`config.mk`:
```
export PLATFORM = sky130hd
export DESIGN_NAME = oba_ctrl
export DESIGN_NICKNAME = d
export VERILOG_FILES = /design/src/hw/rtl/oba_pkg.sv /design/src/hw/rtl/oba_ctrl.sv
export SDC_FILE = /design/constraint.sdc
export NUM_CORES = 1
export LEC_CHECK = 0
export ABC_AREA = 0
export BUFFER_PORTS_ARGS = -buffer_cell sky130_fd_sc_hd__buf_2
export CORE_ASPECT_RATIO = 1.2
export CORE_MARGIN = 2
export CORE_UTILIZATION = 53
export CTS_CLUSTER_DIAMETER = 200
export DETAILED_ROUTE_END_ITERATION = 6
export GPL_ROUTABILITY_DRIVEN = 0
export PLACE_DENSITY = 0.78
export SLEW_MARGIN = 15
export SYNTH_ARGS = -nofsm -noshare
export SYNTH_HDL_FRONTEND = slang
export SYNTH_SLANG_ARGS = --single-unit
```
`constraint.sdc`:
```
create_clock -name clk -period 1.54 [get_ports clk]
set_input_delay 0.308 -clock clk [delete_from_list [all_inputs] [get_ports clk]]
set_output_delay 0.308 -clock clk [all_outputs]
set_load 0.01 [all_outputs]
```
`src/hw/rtl/oba_pkg.sv`:
```
`timescale 1ns / 1ps
// ----------------------------------------------------------------------------
// oba_pkg
// Shared types, constants and helpers of the oriented box bound accumulator.
// ----------------------------------------------------------------------------
package oba_pkg;

  // Fixed-point constants: ln 2 in Q.30 and log2 e in Q.20.
  localparam logic [63:0] LN2_Q30   = 64'd744261118;
  localparam int          LOG2E_Q20 = 1512775;
  localparam int          CORNERS   = 8;
  localparam int          QBITS     = 31;  // quotient bits of one matrix entry

  typedef logic signed [31:0] pos_t;
  typedef logic signed [15:0] quat_t;
  typedef logic signed [15:0] lscale_t;
  typedef logic signed [31:0] prod_t;    // quaternion component products
  typedef logic        [32:0] n2_t;      // squared norm, up to 2^32
  typedef logic signed [34:0] num_t;     // matrix numerators
  typedef logic        [32:0] mag_t;
  typedef logic        [33:0] trial_t;
  typedef logic        [30:0] quo_t;
  typedef logic signed [31:0] rent_t;    // matrix entry, Q2.30
  typedef logic        [29:0] expv_t;    // half extent, Q14.16, never negative
  typedef logic signed [30:0] cval_t;    // signed corner offset
  typedef logic signed [37:0] tprod_t;   // log scale times log2 e
  typedef logic signed [5:0]  kexp_t;
  typedef logic        [4:0]  shamt_t;
  typedef logic signed [62:0] mprod_t;
  typedef logic signed [63:0] acc_t;
  typedef logic signed [33:0] vcoord_t;  // rotated corner plus centre

  typedef enum logic [3:0] {
    ST_IDLE,
    ST_PROD,
    ST_NUMER,
    ST_EXPSH,
    ST_DLOAD,
    ST_DITER,
    ST_DSTORE,
    ST_CMUL,
    ST_CSUM,
    ST_FOLD,
    ST_OUT
  } state_t;

  typedef struct packed {
    logic       capture;
    logic       prod;
    logic       numer;
    logic       expsh;
    logic       div_load;
    logic       div_step;
    logic       div_store;
    logic       cmul;
    logic       csum;
    logic       fold;
    logic       clear;
    logic [1:0] div_row;
    logic [1:0] div_col;
    logic [1:0] row;
    logic [2:0] corner;
  } cmd_t;

  typedef struct packed {
    logic n2_zero;
    logic last;
  } status_t;

  // One exp table entry in Q1.30: the series of e^a up to its twelfth power.
  function automatic logic [31:0] exp_entry(input logic [63:0] a);
    logic [63:0] term;
    logic [63:0] sum;
    term = 64'd1 << 30;
    sum  = term;
    term = ((term * a) >> 30) / 64'd1;  sum = sum + term;
    term = ((term * a) >> 30) / 64'd2;  sum = sum + term;
    term = ((term * a) >> 30) / 64'd3;  sum = sum + term;
    term = ((term * a) >> 30) / 64'd4;  sum = sum + term;
    term = ((term * a) >> 30) / 64'd5;  sum = sum + term;
    term = ((term * a) >> 30) / 64'd6;  sum = sum + term;
    term = ((term * a) >> 30) / 64'd7;  sum = sum + term;
    term = ((term * a) >> 30) / 64'd8;  sum = sum + term;
    term = ((term * a) >> 30) / 64'd9;  sum = sum + term;
    term = ((term * a) >> 30) / 64'd10; sum = sum + term;
    term = ((term * a) >> 30) / 64'd11; sum = sum + term;
    term = ((term * a) >> 30) / 64'd12; sum = sum + term;
    return sum[31:0];
  endfunction

endpackage

```
`src/hw/rtl/oba_ctrl.sv`:
```
`timescale 1ns / 1ps
// ----------------------------------------------------------------------------
// oba_ctrl
// Sequencer: steps the datapath through products, divisions and corners.
// ----------------------------------------------------------------------------
module oba_ctrl (
  input  logic             clk,
  input  logic             rst,
  input  logic             in_valid,
  output logic             in_stall,
  output logic             out_valid,
  input  logic             out_stall,
  input  oba_pkg::status_t status,
  output oba_pkg::cmd_t    cmd
);

  oba_pkg::state_t state, state_next;
  logic [1:0] div_row, div_row_next;
  logic [1:0] div_col, div_col_next;
  logic [4:0] bit_cnt, bit_cnt_next;
  logic [1:0] row, row_next;
  logic [2:0] corner, corner_next;
  logic       out_full, out_full_next;

  always_ff @(posedge clk) begin
    if (rst) begin
      state    <= oba_pkg::ST_IDLE;
      div_row  <= '0;
      div_col  <= '0;
      bit_cnt  <= '0;
      row      <= '0;
      corner   <= '0;
      out_full <= 1'b0;
    end else begin
      state    <= state_next;
      div_row  <= div_row_next;
      div_col  <= div_col_next;
      bit_cnt  <= bit_cnt_next;
      row      <= row_next;
      corner   <= corner_next;
      out_full <= out_full_next;
    end
  end

  always_comb begin
    state_next    = state;
    div_row_next  = div_row;
    div_col_next  = div_col;
    bit_cnt_next  = bit_cnt;
    row_next      = row;
    corner_next   = corner;
    out_full_next = out_full && out_stall;
    cmd           = '0;
    cmd.div_row   = div_row;
    cmd.div_col   = div_col;
    cmd.row       = row;
    cmd.corner    = corner;
    in_stall      = 1'b1;
    out_valid     = out_full;
    unique case (state)
      oba_pkg::ST_IDLE: begin
        in_stall = 1'b0;
        if (in_valid) begin
          cmd.capture = 1'b1;
          state_next  = oba_pkg::ST_PROD;
        end
      end
      oba_pkg::ST_PROD: begin
        cmd.prod   = 1'b1;
        state_next = oba_pkg::ST_NUMER;
      end
      oba_pkg::ST_NUMER: begin
        cmd.numer  = 1'b1;
        state_next = oba_pkg::ST_EXPSH;
      end
      oba_pkg::ST_EXPSH: begin
        cmd.expsh    = 1'b1;
        div_row_next = '0;
        div_col_next = '0;
        // A zero quaternion contributes no corners at all.
        if (status.n2_zero) begin
          state_next = status.last ? oba_pkg::ST_OUT : oba_pkg::ST_IDLE;
        end else begin
          state_next = oba_pkg::ST_DLOAD;
        end
      end
      oba_pkg::ST_DLOAD: begin
        cmd.div_load = 1'b1;
        bit_cnt_next = '0;
        state_next   = oba_pkg::ST_DITER;
      end
      oba_pkg::ST_DITER: begin
        cmd.div_step = 1'b1;
        bit_cnt_next = bit_cnt + 5'd1;
        if (bit_cnt == 5'(oba_pkg::QBITS - 1)) begin
          state_next = oba_pkg::ST_DSTORE;
        end
      end
      oba_pkg::ST_DSTORE: begin
        cmd.div_store = 1'b1;
        if (div_col == 2'd2) begin
          div_col_next = '0;
          if (div_row == 2'd2) begin
            row_next    = '0;
            corner_next = '0;
            state_next  = oba_pkg::ST_CMUL;
          end else begin
            div_row_next = div_row + 2'd1;
            state_next   = oba_pkg::ST_DLOAD;
          end
        end else begin
          div_col_next = div_col + 2'd1;
          state_next   = oba_pkg::ST_DLOAD;
        end
      end
      oba_pkg::ST_CMUL: begin
        cmd.cmul   = 1'b1;
        state_next = oba_pkg::ST_CSUM;
      end
      oba_pkg::ST_CSUM: begin
        cmd.csum = 1'b1;
        if (row == 2'd2) begin
          state_next = oba_pkg::ST_FOLD;
        end else begin
          row_next   = row + 2'd1;
          state_next = oba_pkg::ST_CMUL;
        end
      end
      oba_pkg::ST_FOLD: begin
        cmd.fold = 1'b1;
        row_next = '0;
        if (corner == 3'(oba_pkg::CORNERS - 1)) begin
          state_next = status.last ? oba_pkg::ST_OUT : oba_pkg::ST_IDLE;
        end else begin
          corner_next = corner + 3'd1;
          state_next  = oba_pkg::ST_CMUL;
        end
      end
      oba_pkg::ST_OUT: begin
        // The finished bound waits here until the output register is free.
        if (!out_full || !out_stall) begin
          cmd.clear     = 1'b1;
          out_full_next = 1'b1;
          state_next    = oba_pkg::ST_IDLE;
        end
      end
      default: begin
        state_next = oba_pkg::ST_IDLE;
      end
    endcase
  end

endmodule

```
# Word level (Yosys, flattened, before mapping)
# Cells that the tools add are included.
# totals
ff_bits	19
input_bits	6
out_inout_bits	22
elab_cells	88
# op_classes
addsub	5
n_eq_ne	23
mux	40
n_reduce_logical	13
# ops
operator	n
$pmux W4 S11	1
$mux W4	8
$eq A4 B3 Y1 const B	4
$mux W1	16
$ne A2 B2 Y1 const B	8
$mux W2	7
$eq A4 B4 Y1 const B	3
$pmux W5 S2	1
$mux W3	3
$eq A4 B2 Y1 const B	2
$pmux W2 S2	2
$reduce_and A4 Y1	2
$add A2 B1 Y2 const B	3
$eq A2 B2 Y1 const B	3
$pmux W2 S3	1
$pmux W3 S2	1
$reduce_and A3 Y1	2
$reduce_bool A2 Y1	3
$add A5 B1 Y5 const B	1
$eq A5 B5 Y1 const B	1
$eq A4 B1 Y1 const B	1
$logic_not A4 Y1	1
$add A3 B1 Y3 const B	1
$eq A3 B3 Y1 const B	1
other kinds (4)	5

# Depth between registers and ports, before layout
# Gate-level depths: netlist of run 1.
# logic_depth
word_depth	4
depth_mapped	6
ltp_nobuf	6

# Worst setup path after synthesis of run 1
# OpenSTA, ideal clock, no wires.
# synth_path
path_type	register to output
start	register state[2]
end	output cmd[19] in the netlist's numbering
t_arrival_ps	1158
required_time_ps	1232
path_slack_ps	74
stages_incl_launch_ff	4
n_path_buf	1
path_cell_list	dfxtp_1 buf_4 or4_4 nor2_1
# synth_lines
element	line	source
start, declared	oba_ctrl.sv:17	oba_pkg::state_t state, state_next;
start signal, assigned	oba_ctrl.sv:27	state <= oba_pkg::ST_IDLE;
start signal, assigned	oba_ctrl.sv:35	state <= state_next;
end, declared	oba_ctrl.sv:14	output oba_pkg::cmd_t cmd

==> results of run 1 <==
==> repair_timing <==
item | CTS | global route
endpoints found under the hold margin | 0 | 0
pin swaps | 5 | 11
setup endpoints to repair | 14 | 22
setup buffers | 15 | 8
gates resized for setup | 31 | 20
==> power groups by stage <==
stage	clock [W]	sequential (W)	combinational [W]
after global placement	0	0.000535	0.000246
after CTS	0.000262	0.000527	0.000356
after detailed placement	0	0.000536	0.000252
after floorplan	0	0.000523	0.000177
after global routing	0.000289	0.000529	0.000447
final	0.000260	0.000529	0.000422
==> metrics by stage <==
step | setup WS (ns) | cells | area [sq um] | utilization, % | TNS [ns]
CTS | -0.224 | 227 | 1710 | 75.7 | -1.44
global placement | 0.0278 | 210 | 1470 | 64.9 | 0
detailed placement | 0.00196 | 210 | 1470 | 64.9 | 0
floorplan | 0.0737 | 147 | 1230 | - | 0
finish | -0.257 | 234 | 1850 | 82.0 | -2.01
global route | -0.308 | 234 | 1850 | 82.0 | -2.87
==> worst min-delay path, stage by stage <==
cell     delay [ns]
buf_2          0.11
nand2_1        0.12
a21oi_1        0.08
==> Yosys cell counts (4+ instances only) <==
master / count
nor2_1: 16
o21ai_1: 5
dfxtp_1: 19
clkbuf_1: 4
and2_1: 4
nand2_1: 11
a21oi_1: 13
nor3_1: 4
ha_1: 7
inv_1: 7
nand2b_1: 5
nand3_1: 4
==> sequential cells by signal (all words and copies together), names as in the netlist <==
register,flops
div_row,2
out_valid,1
corner,3
row,2
bit_cnt,5
div_col,2
state,4
==> routing by layer <==
layer / wire (um) / vias up
li1: - / 643
met1: 1580 / 632
met2: 2150 / 57
met3: 199 / 20
met4: 165 / 0
met5: 0 / -
==> worst min path at each step <==
stage	cells after the start	startpoint	end	slack, ns
after detailed placement	2	bit_cnt[1]	bit_cnt[1]	0.49
after global placement	2	div_col[1]	div_col[1]	0.47
after global routing	3	out_stall	out_valid	0.36
after CTS	3	out_stall	out_valid	0.32
final	3	out_stall	out_valid	0.35
after floorplan	2	bit_cnt[1]	bit_cnt[1]	0.47
==> layout make-up <==
type                       instances  area (sq um)
fill                             135           407
clock inverter                     1          5.00
timing repair buffer              61           468
inverter                           8          30.0
multi-input combinational        111           892
clock buffer                       3          22.5
tap                               31          38.8
sequential                        19           395
==> cell families after synthesis <==
kind of cell	Yosys count	share of synthesized area, %
compound gates	34	19.1
buf+inv	17	6.28
mux	4	3.34
flops	19	30.8
simple gates	65	32.5
fa+ha+maj	8	7.90
==> results.yml, run 1 <==
run_status:
  status: "finished, violations left"
  violations: "negative setup slack"
placement:
  dpl.hpwl_um: 2330
  portBuffers: 27
grt:
  grtUsageMet2_pct: 52.4
  grt_usage_pct: 30.0
  antenna_found_initial: 0
  grt_max_degree: 21
  grt_pass1_wl_um: 5870
  grt-busiest-layer: "met2"
  grt.met3_usage_pct: 4.18
  grt.overflow.total: 0
  grt_use_met1_pct: 34.5
  grt_pass1_vias: 1318
clocking:
  clk_path_buf_depth: 2
  numCtsBuffers: 3
  htreeDepth: 1
  cts_num_sinks: 19
  root_buffer: "clkbuf_4"
  cts_hold_buf: 0
  clk_pin_slew_ns: 0.11
  cts_tree: "built"
  clk_latency_ns: 0.30
pwr:
  p_int_w: 0.000822
  p_clk_share_pct: 21.4
  cellLeakagePower_nw: 0.815
  power_density_mw_per_mm2: 654
  netSwitchingPower_w: 0.000390
  comb_power_share_pct: 34.9
  power_frac_seq_pct: 43.7
  power_w: 0.00121
  peakVddDrop_mv: 0.619
  switching_share_pct: 32.2
routing:
  drcViolationCount: 0
  wl_per_cell_um: 17.5
  drt_pass1_iterations: 4
  ant_nets: 0
  num_vias: 1352
  first_iter_violations: 40
  wirelength_um: 4090
  via_per_inst: 5.78
worst_setup_path:
  setup.worst_path.end: "cmd[19]"
  reg2reg_from: "state[1]"
  critPathArrivalTime_ns: 1.49
  crit_required_ns: 1.23
  r2r_slack_ns: -0.21
  cpMaxStageDelayCell: "or4_4"
  cp.depth: 4
  worst_r2r_endpoint: "state[1]"
  crit_fanout: 5
  critPathBufInv: 2
  crit_chain: "buf_6, or4_4, nor2_2, buf_2"
  end_kind: "output port"
  critPathKind: "reg -> out"
  worst_r2r_path_depth: 7
  critical-path-top-delay-family: "simple AND/OR/NAND/NOR gates"
  critPathLaunchType: "flip-flop"
  worst_path_largest_cell_delay_ns: 0.44
  startpoint: "state[1]"
sta:
  finalCritPeriodShare_pct: 117
  slew_headroom_pct: 71.8
  worst_slack_ns: -0.257
  setup_violations: 19
  skew_ns: 0.00219
  timing.final.hold_violations: 0
  worst_hold_slack_ns: 0.353
  fmax_mhz: 556
  rsz0062_at_grt: "yes"
  worst_slew_pin_slew_ns: 0.423
  min_period_ns: 1.80
  slew_viol_final: 0
flow_run:
  drv_cap: 0
floorplanning:
  fp-row-count: 19
  die-area_sq_mm: 0.00273
  start_util_pct: 54.7
  die_w_um: 48.1
  ioPinCount: 28
  core-area_sq_mm: 0.00226
  dieHeight_um: 56.9
finish:
  layout_commonest_cell: "buf_2"
  final_nets: 217
  area_delta_synth_final_pct: 49.9
  mostFrequentLayoutCells: "buf_2, buf_4, buf_6"
  drive_gt1_share_pct: 48.3
  antenna_cells: 0
synth:
  synth_warnings: 0
  netlist.area_leader.share_pct: 30.8
  synth_area_leaders: "dfxtp_1, ha_1, a21oi_1"
  synth-seq-cells: 19
  ys_types: 46
  netlist_instances: 147
  ys_seq_area_share_pct: 30.8
  synth_edf_count: 0
  async_reset_ff_share_pct: 0
  yosysTopAreaCell: "dfxtp_1"
  ys.flop_type: "dfxtp_1"
  syn_nets: 160
  syn_area_sq_mm: 0.00123
  syn_area_per_cell_sq_um: 8.40
worst_hold_path:
  hold_class: "in -> reg"
Note: power is estimated with default switching activity, not from simulation.
==> run 2, diff against run 1 <==
--- a/config.mk
+++ b/config.mk
@@ -13,7 +13,9 @@
 export CTS_CLUSTER_DIAMETER = 200
 export DETAILED_ROUTE_END_ITERATION = 6
 export GPL_ROUTABILITY_DRIVEN = 0
+export MAX_ROUTING_LAYER = met4
 export PLACE_DENSITY = 0.78
+export REMOVE_ABC_BUFFERS = 1
 export SLEW_MARGIN = 15
 export SYNTH_ARGS = -nofsm -noshare
 export SYNTH_HDL_FRONTEND = slang
==> run 2 against run 1 <==
  * Largest cell class unchanged
  * Clock power rose by 7%
  * Via count rose by 13%
  * The run still ends with negative setup slack left
  * Critical endpoint unchanged
  * Worst setup slack got worse by 0.019 ns
  * Largest power group unchanged
  * Critical path depth fell by 1
  * Combinational power grew 0.9%
  * Core utilization is 6.9 points higher
==> results.yml, run 2 (same netlist as run 1, synthesis figures left out) <==
run_status:
  status: "finished, violations left"
  violations: "negative setup slack"
worst_setup_path:
  crit_required_ns: 1.23
  critPathArrivalTime_ns: 1.51
  crit_chain: "or4_4, nor2_4, buf_6"
  critPathKind: "reg -> out"
  critPathLaunchType: "flip-flop"
  critPathBufInv: 1
  crit_fanout: 5
  startpoint: "state[2]"
  cpMaxStageDelayCell: "or4_4"
  end_kind: "output port"
  worst_path_largest_cell_delay_ns: 0.58
  reg2reg_from: "state[3]"
  r2r_slack_ns: -0.25
  critical-path-top-delay-family: "simple AND/OR/NAND/NOR gates"
clocking:
  clk_latency_ns: 0.32
  htreeDepth: 1
  clk_path_buf_depth: 2
  numCtsBuffers: 3
  cts_num_sinks: 19
  cts_tree: "built"
  root_buffer: "clkbuf_4"
  clk_pin_slew_ns: 0.12
finish:
  mostFrequentLayoutCells: "buf_4, buf_2, buf_6"
  final_nets: 225
  layout_commonest_cell: "buf_4"
  drive_gt1_share_pct: 56.4
  antenna_cells: 0
  top_regs: "bit_cnt: 5 flops, state: 4 flops, corner: 3 flops"
  largest_reg_flops: 5
  area_delta_synth_final_pct: 62.6
  final_cells: 242
  fin_area_sq_mm: 0.00201
  top_register: "bit_cnt"
grt:
  antenna_found_initial: 0
  grt.overflow.total: 0
  grt_pass1_wl_um: 6710
  grt_usage_pct: 35.6
  grt_max_degree: 14
  grt_pass1_vias: 1439
floorplanning:
  core-area_sq_mm: 0.00226
  die_w_um: 48.1
  die-area_sq_mm: 0.00273
  ioPinCount: 28
  dieHeight_um: 56.9
  start_util_pct: 54.7
  fp-row-count: 19
sta:
  fin_tns_setup_ns: -2.72
  worst_slack_ns: -0.276
  finalCritPeriodShare_pct: 118
  skew_ns: 0.00986
  min_period_ns: 1.82
  setup_violations: 21
  fmax_mhz: 551
  slew_viol_final: 0
  rsz0062_at_grt: "yes"
  timing.final.hold_violations: 0
  worst_slew_pin_slew_ns: 0.484
  slew_headroom_pct: 67.3
routing:
  first_iter_violations: 70
  wirelength_um: 5260
  via_per_inst: 6.29
  ant_nets: 0
  num_vias: 1522
  drcViolationCount: 0
  wl_per_cell_um: 21.7
  drt_pass1_iterations: 4
placement:
  place_area_sq_mm: 0.00148
  post-place-cells: 212
  dpl.hpwl_um: 2460
  portBuffers: 27
worst_hold_path:
  hold_class: "in -> reg"
  holdCritStartpoint: "in_valid"
pwr:
  cellLeakagePower_nw: 0.860
  power_w: 0.00124
  p_clk_share_pct: 22.5
  switching_share_pct: 34.5
  peakVddDrop_mv: 0.629
  power_frac_seq_pct: 43.1
  comb_power_share_pct: 34.4
  power_density_mw_per_mm2: 617
  p_int_w: 0.000812
  netSwitchingPower_w: 0.000427
flow_run:
  drv_cap: 0
-- run 2: area by class of cell --
cell class / count / area [sq um]
multi-input cells: 111 / 973
repair buffers: 69 / 544
flip-flops and latches: 19 / 395
fillers: 101 / 250
well taps: 31 / 38.8
inverters: 8 / 30.0
clock buffers: 4 / 26.3
-- run 2: stage by stage --
stage / hold slack (ns) / worst slack, ns / util, %
global placement: 0.474 / 0.0208 / 65.6
detailed placement: 0.488 / -0.0409 / 65.6
CTS: 0.302 / -0.235 / 77.4
finish: 0.310 / -0.276 / 88.9
global route: 0.320 / -0.303 / 88.9
floorplan: 0.376 / -0.148 / -
-- run 2: per-layer routing --
metal  routed length, um  GRT usage, %  up-vias
li1                    -             -      656
met4                 348          18.5        0
met1                1840          33.7      718
met5                   0             -        -
met2                2750          60.2      106
met3                 323          11.6       42
-- run 2: worst min-delay path: cells and delay by family --
family                 cells  cell delay [ns]
buffers and inverters      1             0.09
AOI/OAI and AO/OA          2             0.19
-- run 2: final timing paths --
kind,to,cells past startpoint
worst max-delay path,cmd[19],3
worst min-delay path,state[0],3
worst max register to register,state[1],8
worst min register to register,div_row[0],2
-- run 2: timing repair --
action,in CTS,in global routing
pin swaps,11,19
cloned,0,0
setup buffers,15,13
hold buffers,0,0
gates resized for setup,32,41
endpoints found under the setup margin,16,27
-- run 2: power by group through the flow --
stage,logic [W],registers [W],clock network (W)
after global placement,0.000256,0.000543,0
after detailed placement,0.000265,0.000544,0
after floorplan,0.000124,0.000553,0
after global routing,0.000443,0.000535,0.000296
final,0.000426,0.000534,0.000278
after CTS,0.000343,0.000528,0.000255
